File: config.mk
export PLATFORM = sky130hd
export DESIGN_NAME = ptrsp_cfg
export DESIGN_NICKNAME = d
export VERILOG_FILES = /design/src/hw/rtl/ptrsp_pkg.sv /design/src/hw/rtl/ptrsp_cfg.sv
export SDC_FILE = /design/constraint.sdc
export NUM_CORES = 1
export LEC_CHECK = 0
export ABC_AREA = 1
export BUFFER_PORTS_ARGS = -buffer_cell sky130_fd_sc_hd__buf_2
export CORE_MARGIN = 5
export CORE_UTILIZATION = 27
export DETAILED_ROUTE_END_ITERATION = 6
export GPL_TIMING_DRIVEN = 0
export PLACE_DENSITY = 0.53
export SYNTH_ARGS = -nofsm -noshare
export SYNTH_HDL_FRONTEND = slang
export SYNTH_SLANG_ARGS = --single-unit
export TNS_END_PERCENT = 30
File: constraint.sdc
create_clock -name i_clk -period 1.5 [get_ports i_clk]
set_input_delay 0.15 -clock i_clk [delete_from_list [all_inputs] [get_ports i_clk]]
set_output_delay 0.15 -clock i_clk [all_outputs]
set_load 0.03 [all_outputs]
File: src/hw/rtl/ptrsp_pkg.sv
`timescale 1ns / 1ps
// ----------------------------------------------------------------------------
// ptrsp_pkg
// Shared types and constants of the path teach and replay speed planner.
// ----------------------------------------------------------------------------
package ptrsp_pkg;

    localparam int MAX_POINTS_DEF  = 512;
    localparam int MIN_RECORD_DIST = 100;

    // configuration port
    localparam int CFG_AW = 5;
    localparam int CFG_DW = 32;

    typedef enum logic [2:0] {
        REG_GYRO_ENTER   = 3'd0,
        REG_GYRO_EXIT    = 3'd1,
        REG_TURN_ANGLE   = 3'd2,
        REG_RIGHT_ANGLE  = 3'd3,
        REG_LONG_STRAIGHT = 3'd4,
        REG_SPEED_FAST   = 3'd5,
        REG_SPEED_MEDIUM = 3'd6,
        REG_SPEED_CORNER = 3'd7
    } t_reg_idx;

    localparam logic [14:0] GYRO_ENTER_RST    = 15'd1640;
    localparam logic [14:0] GYRO_EXIT_RST     = 15'd328;
    localparam logic [14:0] TURN_ANGLE_RST    = 15'd450;
    localparam logic [14:0] RIGHT_ANGLE_RST   = 15'd900;
    localparam logic [23:0] LONG_STRAIGHT_RST = 24'd5000;
    localparam logic [9:0]  SPEED_FAST_RST    = 10'd320;
    localparam logic [9:0]  SPEED_MEDIUM_RST  = 10'd230;
    localparam logic [9:0]  SPEED_CORNER_RST  = 10'd160;

    typedef struct packed {
        logic [14:0] gyro_enter_level;
        logic [14:0] gyro_exit_level;
        logic [14:0] turn_angle_min;
        logic [14:0] right_angle;
        logic [23:0] long_straight;
        logic [9:0]  speed_fast;
        logic [9:0]  speed_medium;
        logic [9:0]  speed_corner;
    } t_cfg;

endpackage

File: src/hw/rtl/ptrsp_cfg.sv
`timescale 1ns / 1ps
// ----------------------------------------------------------------------------
// ptrsp_cfg
// APB-style register file holding the planner thresholds and speeds.
// ----------------------------------------------------------------------------
module ptrsp_cfg (
    input  logic                          i_clk,
    input  logic                          i_rst_n,
    input  logic                          psel,
    input  logic                          penable,
    input  logic                          pwrite,
    input  logic [ptrsp_pkg::CFG_AW-1:0]  paddr,
    input  logic [ptrsp_pkg::CFG_DW-1:0]  pwdata,
    output logic [ptrsp_pkg::CFG_DW-1:0]  prdata,
    output logic                          pready,
    output ptrsp_pkg::t_cfg               o_cfg
);

    ptrsp_pkg::t_cfg      r_cfg;
    ptrsp_pkg::t_reg_idx  reg_idx;
    logic                 wr_en;

    assign reg_idx = ptrsp_pkg::t_reg_idx'(paddr[4:2]);
    assign wr_en   = psel & penable & pwrite;
    assign pready  = 1'b1;
    assign o_cfg   = r_cfg;

    always_ff @(posedge i_clk) begin
        if (!i_rst_n) begin
            r_cfg.gyro_enter_level <= ptrsp_pkg::GYRO_ENTER_RST;
            r_cfg.gyro_exit_level  <= ptrsp_pkg::GYRO_EXIT_RST;
            r_cfg.turn_angle_min   <= ptrsp_pkg::TURN_ANGLE_RST;
            r_cfg.right_angle      <= ptrsp_pkg::RIGHT_ANGLE_RST;
            r_cfg.long_straight    <= ptrsp_pkg::LONG_STRAIGHT_RST;
            r_cfg.speed_fast       <= ptrsp_pkg::SPEED_FAST_RST;
            r_cfg.speed_medium     <= ptrsp_pkg::SPEED_MEDIUM_RST;
            r_cfg.speed_corner     <= ptrsp_pkg::SPEED_CORNER_RST;
        end else if (wr_en) begin
            unique case (reg_idx)
                ptrsp_pkg::REG_GYRO_ENTER:    r_cfg.gyro_enter_level <= pwdata[14:0];
                ptrsp_pkg::REG_GYRO_EXIT:     r_cfg.gyro_exit_level  <= pwdata[14:0];
                ptrsp_pkg::REG_TURN_ANGLE:    r_cfg.turn_angle_min   <= pwdata[14:0];
                ptrsp_pkg::REG_RIGHT_ANGLE:   r_cfg.right_angle      <= pwdata[14:0];
                ptrsp_pkg::REG_LONG_STRAIGHT: r_cfg.long_straight    <= pwdata[23:0];
                ptrsp_pkg::REG_SPEED_FAST:    r_cfg.speed_fast       <= pwdata[9:0];
                ptrsp_pkg::REG_SPEED_MEDIUM:  r_cfg.speed_medium     <= pwdata[9:0];
                ptrsp_pkg::REG_SPEED_CORNER:  r_cfg.speed_corner     <= pwdata[9:0];
                default: ;
            endcase
        end
    end

    always_comb begin
        prdata = '0;
        unique case (reg_idx)
            ptrsp_pkg::REG_GYRO_ENTER:    prdata = 32'(r_cfg.gyro_enter_level);
            ptrsp_pkg::REG_GYRO_EXIT:     prdata = 32'(r_cfg.gyro_exit_level);
            ptrsp_pkg::REG_TURN_ANGLE:    prdata = 32'(r_cfg.turn_angle_min);
            ptrsp_pkg::REG_RIGHT_ANGLE:   prdata = 32'(r_cfg.right_angle);
            ptrsp_pkg::REG_LONG_STRAIGHT: prdata = 32'(r_cfg.long_straight);
            ptrsp_pkg::REG_SPEED_FAST:    prdata = 32'(r_cfg.speed_fast);
            ptrsp_pkg::REG_SPEED_MEDIUM:  prdata = 32'(r_cfg.speed_medium);
            ptrsp_pkg::REG_SPEED_CORNER:  prdata = 32'(r_cfg.speed_corner);
            default:                      prdata = '0;
        endcase
    end

endmodule

==> results of run 1 <==
==> metal layers <==
metal | GRT usage | share of wire
met4 | 0.05984 | 0.019
met1 | 0.2627 | 0.46
met5 | 0 | 0
met3 | 0.04847 | 0.066
met2 | 0.3074 | 0.46
==> synth_stat cells <==
library cell | n | share of area
nor2_1 | 208 | 0.14
nand2_1 | 123 | 0.086
dfxtp_1 | 114 | 0.42
o21ai_0 | 69 | 0.064
nand3_1 | 48 | 0.045
nand4_1 | 46 | 0.053
inv_1 | 30 | 0.021
clkbuf_1 | 23 | 0.016
buf_4 | 18 | 0.025
o21ai_1 | 15 | 0.014
buf_1 | 8 | 0.0056
buf_6 | 8 | 0.017
inv_2 | 7 | 0.0049
nand2_2 | 7 | 0.0081
nor2_4 | 6 | 0.013
o211ai_2 | 6 | 0.014
buf_2 | 5 | 0.0046
inv_4 | 3 | 0.0035
nand2_4 | 3 | 0.0063
nand3_4 | 3 | 0.0098
nor2_8 | 3 | 0.011
conb_1 | 2 | 0.0014
nand3_2 | 2 | 0.0037
buf_12 | 1 | 0.0037
o211ai_1 | 1 | 0.0014
==> stage by stage <==
stage               cells  TNS [ns]  instance area, sq um
detailed placement   1189    -2.395                  6534
floorplan             766         0                  5411
global route         1234   -0.4460                  7515
finish               1234  -0.05016                  7515
global placement     1189    -2.512                  6534
CTS                  1232   -0.2329                  7440
==> layout make-up <==
type                    count  area, sq um  share of cell area
well taps                 265        331.6             0.04412
multi-input cells         549         2683              0.3570
flip-flops and latches    114         2303              0.3065
clock inverters            10        180.2             0.02398
plain buffers              63        402.9             0.05361
repair buffers            172        985.9              0.1312
clock buffers              21        470.5             0.06260
inverters                  40        157.7             0.02098
==> cell families (layout without fill, tap and decap cells) <==
group,after synthesis,after routing,synth area share
compound gates,91,91,0.09340
buf+inv,103,306,0.1011
flops,114,114,0.4238
other cells,2,9,0.001395
simple gates,449,449,0.3803
==> power breakdown <==
group	internal, mW	switching (mW)	leakage, nW
logic	0.254	0.605	2.52
registers	3.07	0.0331	0.925
clock network	3.06	1.47	0.315
==> worst max-delay path: cells and delay by family (launching register included) <==
| family | cells | cell delay [ns] |
|---|---|---|
| buffers and inverters | 1 | 0.16 |
| AND/OR/NAND/NOR | 4 | 0.46 |
| flip-flops | 1 | 0.33 |
==> what timing repair did <==
action                     4_1_cts  5_1_grt
hold endpoints to repair         9        0
setup buffers                    3        2
resized for setup               54       28
hold buffers                     9        0
setup endpoints to repair       15       15
pin swaps                       13       13
gates cloned                     0        0
==> worst paths after layout <==
kind	startpoint	endpoint	slack, ns	depth (start not counted)
hold reg to reg	o_cfg[92]	o_cfg[92]	0.48	2
setup / recovery	o_cfg[77]	prdata[8]	-0.02	5
setup reg to reg	o_cfg[86]	o_cfg[86]	0.70	3
hold / removal	pwdata[10]	o_cfg[109]	0.04	3
==> metrics, run 1 <==
Worst-path clk slew about 0.060 ns; max-slew violation count 0; chip width 151.2 microns; Pwr Total 8.496 mW; max FFs per register between 100 and 150; final hold violations 0; CP max stage cell dfxtp_2; minimum hold slack 0.04189 ns; RD Place Congestion 0.8488; synthesized cell area roughly 5400 sq um; first-pass GRT wire length 33.12 mm; vias in the first global route roughly 5400; antenna-violating nets left 0; H-Tree Depth 4; clk sinks approximately 110; crit-path max FO 3; VDD IR max ~0.82 mV; Yosys reg bits approximately 110; 1st-pass router iterations 5; DR WL/cell ~18 microns; grt total ovfl 0; Vias 5777; Boundary Pins around 190; Worst-Skew Late Latency approximately 0.4 ns; Pleak around 3.8 nW; pre-CTS WS -0.2380 ns; n_diodes 0; Final nets approximately 1000; RSZ-0062 raised after global routing yes; PortBufs between 150 and 200; core region area just under 20000 sq um; die height approximately 150 microns; pwr dens about 1100 nW/um^2; Post-Synthesis Cells ~760; Cell Rows 51; root buffer cell clkbuf_16; Mean Syn Cell Area between 7 and 8 sq um; DP Wirelength approximately 17 mm; CTS tree built; most frequent cells in the layout 191 x nor2_1, 152 x buf_2, 121 x nand2_1; initial antenna violation count 0; CP Class flop to output port; Max-slew headroom 0.4822; commonest non-fill, non-tap cell in the layout nor2_1; share of cells above drive strength 1 0.3313; Synth cell types 25; Worst Path Arrival between 1 and 1.5 ns; Crit. End Element output port; max frequency between 600 and 700 MHz; clock buffer depth 2; status complete, but fails checks; Seq/Total Area, Yosys 0.4238; Post-route DRC 0; required time worst endpoint roughly 1.4 ns; final period utilization 1.015; failing checks negative setup slack; vias per inst approximately 4.7; CP cell instances nand4_1 > nand2_1 > nor2_2 > nand3_2 > buf_6; die area about 23000 sq um; min-delay worst type primary input to flop; total CTS buffers 17; initial DRC count 382; Final WS setup -0.02183 ns; Fillers 2129; synth warn 0; max-cap viol count 0; Area Growth Syn to Fin 39.54%; All-Layer GR Usage 0.1950; final setup violation count 3; clk_skew 0 ns; post-route minimum period about 1.5 ns; Least-Margin Pin Slew approximately 0.78 ns; Initial Utilization 0.2758; total wire length 22.39 mm; CP Launch Type flop; largest net degree at the start of global routing 17; worst stage delay on the critical path ~0.33 ns; Core Util, Final 0.3849
Power figures use the tool's default switching activity.
==> run 2: changes to the inputs <==
CORE_MARGIN = not set   (was 5)
CTS_CLUSTER_DIAMETER = 120   (was not set)
HOLD_SLACK_MARGIN = 0.02   (was not set)
==> run 2 against run 1 <==
Against the previous run: the flow still finishes with violations (negative setup slack); clock power is 4% lower; critical path depth stayed put; cell count rose by 0.81%; total power shrank 1.8%; die area shrank 10%; global-route usage is 2.3 points higher; first-iteration DRC count is 6.0% lower; sequential share of layout area fell by 0.22 points; design area up 1.4%; worst setup slack improved by 0.0047 ns; count of clock-buffer cells in the layout rose by 1; largest power group unchanged.
==> metrics, run 2 (synthesized netlist as in run 1, its figures left out) <==
Worst Path Arrival 1.37 ns (about the same); post-route minimum period 1.517 ns (-0.004733 ns); pwr dens 1096 nW/um^2 (-3.1%); Worst-path clk slew 0.06 ns (about the same); final setup violation count 1 (-2); Area Growth Syn to Fin 41.45%; Post-route DRC 0 (unchanged); H-Tree Depth 4 (unchanged); total wire length 21.88 mm (-2.3%); CP delay by family, top simple AND/OR/NAND/NOR gates; first-pass GRT wire length 32.15 mm (-2.9%); Least-Margin Pin Slew 0.8222 ns (+0.04552 ns); All-Layer GR Usage 0.2181 (+0.02305); CP cell instances nand4_1 > nand2_1 > nor2_4 > nand3_2 > buf_6; clock buffer depth 2 (unchanged); Final WS setup -0.01710 ns (+0.004733 ns); antenna-violating nets left 0 (unchanged); Fillers 2123 (-0.28%); final hold violations 0 (unchanged); Worst Path Buf+Inv 1 (unchanged); min-delay worst type primary input to flop; Boundary Pins 189 (unchanged); CP Class flop to output port; fin area 7617 sq um (+1.4%); 1st-pass router iterations 5 (unchanged); largest net degree at the start of global routing 17 (unchanged); clk_skew 0 ns (unchanged); final period utilization 1.011 (-0.003155); status complete, but fails checks; DR WL/cell 17.59 microns (-3.1%); PortBufs 158 (unchanged); Worst-Skew Late Latency 0.42 ns (+0.02 ns); core region area 19530 sq um (unchanged); commonest non-fill, non-tap cell in the layout nor2_1; max frequency 659.2 MHz (+0.31%); die height 143.2 microns (-5.3%); required time worst endpoint 1.35 ns (about the same); crit-path max FO 3 (unchanged); RSZ-0062 raised after global routing yes; max-slew violation count 0 (unchanged); max FFs per register 114 (unchanged); Pleak 3.812 nW (+1.3%); share of cells above drive strength 1 0.3555 (+0.02420); CP Launch Type flop; Final nets 1008 (+0.90%); initial DRC count 359 (-6.0%); max-cap viol count 0 (unchanged); DP Wirelength 15.88 mm (-4.5%); CTS tree built; RD Place Congestion 0.8852 (+4.3%); Max-slew headroom 0.4519 (-0.03035); Crit. End Element output port; initial antenna violation count 0 (unchanged); worst stage delay on the critical path 0.35 ns (+0.02 ns); dpl cell area 6534 sq um (unchanged); vias in the first global route 5227 (-3.6%); Vias 5804 (+0.47%); grt total ovfl 0 (unchanged); chip width 143.2 microns (-5.3%); Setup TNS -0.01710 ns (+0.03307 ns); total CTS buffers 17 (unchanged); CP max stage cell dfxtp_1; clk sinks 114 (unchanged); vias per inst 4.666 (-0.34%); most frequent cells in the layout 192 x nor2_1, 152 x buf_2, 117 x nand2_1; n_diodes 0 (unchanged); root buffer cell clkbuf_16; failing checks negative setup slack; die area 20510 sq um (-10%); VDD IR max 0.7936 mV (-2.7%); Cell Rows 51 (unchanged); Initial Utilization 0.2758 (unchanged)
run 2: what timing repair did:
action | 4_1_cts | 5_1_grt
hold buffers | 9 | 0
buffers inserted | 10 | 4
setup endpoints to repair | 15 | 15
hold endpoints to repair | 9 | 0
resized for setup | 70 | 37
pin swaps | 23 | 17
run 2: final timing paths:
| kind | from | slack (ns) | cells past startpoint | to |
|---|---|---|---|---|
| max | o_cfg[6] | -0.02 | 5 | prdata[6] |
| min | pwdata[10] | 0.05 | 3 | o_cfg[109] |
| max reg2reg | o_cfg[71] | 0.71 | 3 | o_cfg[71] |
| min reg2reg | o_cfg[90] | 0.48 | 2 | o_cfg[90] |
run 2: metrics by stage:
stage	hold slack [ns]	total power [mW]	cells	setup slack (ns)	utilization
6_report	0.04565	8.346	1244	-0.01710	0.3901
5_1_grt	0.05284	8.610	1244	-0.04941	0.3901
4_1_cts	0.04091	8.376	1240	-0.01974	0.3843
3_5_place_dp	0.3781	3.940	1189	-0.1989	0.3346
3_3_place_gp	0.3716	3.939	1189	-0.1998	0.3346
2_1_floorplan	0.2589	3.652	766	0.1649	-
run 2: layout make-up:
type                            instances  area, sq um  share of cell area
Multi-Input combinational cell        549         2720              0.3571
Sequential cell                       114         2318              0.3044
Timing Repair Buffer                  181         1054              0.1383
Clock buffer                           22        474.2             0.06225
Buffer                                 63        406.6             0.05338
Tap cell                              265        331.6             0.04353
Inverter                               40        157.7             0.02070
Clock inverter                         10        155.1             0.02037
run 2: report_power, final:
part           internal, mW  switching (mW)
Sequential             3.07          0.0337
Combinational         0.259           0.610
Clock                  2.90            1.47
run 2: worst register-to-register path: stages, from the launching register on:
cell     delay [ns]
dfxtp_2        0.33
buf_4          0.14
o21ai_0        0.16
nor2_1         0.05
run 2: per-layer routing:
metal,share of wire,GRT usage
met5,0,0
met4,0.024,0.07503
met3,0.076,0.05869
met2,0.44,0.3350
met1,0.46,0.2926
==> run 3: changes to the inputs <==
--- a/config.mk
+++ b/config.mk
@@ -9,2 +9,3 @@
 export BUFFER_PORTS_ARGS = -buffer_cell sky130_fd_sc_hd__buf_2
+export CORE_ASPECT_RATIO = 1.25
 export CORE_UTILIZATION = 27
==> constraint.sdc (replaced) <==
create_clock -name i_clk -period 1.5 [get_ports i_clk]
set_input_delay 0.075 -clock i_clk [delete_from_list [all_inputs] [get_ports i_clk]]
set_output_delay 0.075 -clock i_clk [all_outputs]
set_load 0.03 [all_outputs]
==> run 3 against run 2 <==
Against the previous run: the flow now finishes without violations; sequential power is essentially flat; sequential share of layout area is 0.73 points higher; worst hold slack better by 0.012 ns; core utilization shrank 1.3 points; via count shrank 0.76%; clock power shrank 13%; highest routed layer unchanged; total power decreased by 7.0%; die area about the same; design area shrank 3.6%; clock skew unchanged; worst setup slack improved by 0.040 ns.
==> metrics, run 3 (synthesized netlist as in run 1, its figures left out) <==
H-Tree Depth 4 (unchanged); required time worst endpoint 1.42 ns (+0.07 ns); most frequent cells in the layout 194 x nor2_1, 154 x buf_2, 122 x nand2_1; vias in the first global route 5323 (+1.8%); Worst R2R Path Depth 2 (-1); CP Class flop to output port; clk sinks 114 (unchanged); chip width 128.3 microns (-10%); grt total ovfl 0 (unchanged); Area Growth Syn to Fin 36.36%; die area 20520 sq um (about the same); max layer used met4; n_diodes 0 (unchanged); R2R Path End o_cfg[83]; max FFs per register 114 (unchanged); Core Util, Final 0.3772 (-0.01294); Vias 5760 (-0.76%); # placed instances 1189 (unchanged); total CTS buffers 17 (unchanged); RSZ-0062 raised after global routing yes; CP Launch Type flop; Worst-Skew Late Latency 0.42 ns (about the same); hold path cells 3 (unchanged); Max-slew headroom 0.4860 (+0.03413); dpl cell area 6534 sq um (unchanged); wire length on met2 10.73 mm (+10%); max-cap viol count 0 (unchanged); met1 WL 9.089 mm (-8.9%); share of cells above drive strength 1 0.2990 (-0.05650); initial antenna violation count 0 (unchanged); post-route minimum period 1.477 ns (-0.03984 ns); crit-path max FO 3 (unchanged); CTS tree built; Final nets 1001 (-0.69%); All-Layer GR Usage 0.2137 (-0.004364); fin area 7343 sq um (-3.6%); RD Place Congestion 0.8397 (-5.1%); Post-route DRC 0 (unchanged); final hold violations 0 (unchanged); Least-Margin Pin Slew 0.7710 ns (-0.05120 ns); initial DRC count 364 (+1.4%); Worst-path clk slew 0.05 ns (about the same); total wire length 21.61 mm (-1.2%); 1st-pass router iterations 6 (+1); clk_skew 0 ns (unchanged); Pwr Total 7.758 mW (-7.0%); DR WL/cell 17.50 microns (-0.50%); die height 159.9 microns (+12%); final period utilization 0.9848 (-0.02656); status complete, no violations; met3 wire len 1.371 mm (-17%); max frequency 676.9 MHz (+2.7%); Cell Rows 57 (+12%); Boundary Pins 189 (unchanged); Pleak 3.675 nW (-3.6%); Worst Path Arrival 1.40 ns (+0.03 ns); final setup violation count 0 (-1); commonest non-fill, non-tap cell in the layout nor2_1; first-pass GRT wire length 32.07 mm (-0.24%); max-slew violation count 0 (unchanged); clock buffer depth 2 (unchanged); non-filler cells, final 1235 (-0.72%); r2r setup slk 0.80 ns (+0.09 ns); Final WS setup 0.02274 ns (+0.03984 ns); antenna-violating nets left 0 (unchanged); root buffer cell clkbuf_16; VDD IR max 0.7585 mV (-4.4%); vias per inst 4.664 (about the same); largest net degree at the start of global routing 17 (unchanged); Post-CTS Setup Inserts 0 (-10); Reg2Reg Launch Point o_cfg[83]; pwr dens 1056 nW/um^2 (-3.6%); hold_sp pwdata[6]; core region area 19470 sq um (-0.29%); PortBufs 158 (unchanged); Crit. End Element output port; Initial Utilization 0.2766 (+0.0007975); DP Wirelength 15.97 mm (+0.55%); Hold EP o_cfg[26]; min-delay worst type primary input to flop; pre-CTS WS -0.06724 ns (+0.1317 ns)
-- run 3: layout make-up --
class,instances,area [sq um]
Buffer,63,399.1
Clock buffer,24,491.7
Clock inverter,6,55.05
Fill cell,2125,12130
Inverter,40,157.7
Multi-Input combinational cell,549,2643
Sequential cell,114,2288
Tap cell,265,331.6
Timing Repair Buffer,174,977.2
-- run 3: critical path, stage by stage (launching register included) --
cell	delay (ns)
dfxtp_1	0.34
nand4_1	0.11
nand2_1	0.10
nor2_2	0.13
nand3_1	0.12
buf_4	0.19
-- run 3: worst max-delay path by stage --
stage	depth (start not counted)	end	from	slack [ns]
floorplan	7	prdata[1]	paddr[3]	0.31
global placement	8	prdata[6]	paddr[3]	-0.09
detailed placement	8	prdata[6]	paddr[3]	-0.07
CTS	5	prdata[3]	o_cfg[72]	-0.0006
global route	5	prdata[3]	o_cfg[72]	-0.02
finish	5	prdata[3]	o_cfg[72]	0.02
-- run 3: timing repair --
action                                 CTS  global route
endpoints found under the hold margin   31             0
gates resized for setup                 16            33
pin swaps                                2             2
setup endpoints to repair               10            10
hold buffers                            16             0
-- run 3: through the flow --
step | hold WS [ns] | TNS (ns)
after floorplan | 0.1839 | 0
after global placement | 0.3024 | -0.4183
after detailed placement | 0.3076 | -0.1991
after CTS | 0.05012 | -0.0006302
after global routing | 0.06053 | -0.03670
final | 0.05747 | 0
-- run 3: routing by layer --
| layer | track usage | vias up |
|---|---|---|
| li1 | - | 2842 |
| met1 | 0.2615 | 2688 |
| met2 | 0.3663 | 199 |
| met3 | 0.04590 | 31 |
| met4 | 0.07326 | 0 |
| met5 | 0 | - |
-- run 3: report_power, final --
part,switching (mW),internal (mW)
registers,0.0339,3.07
clock network,1.40,2.42
logic,0.594,0.241
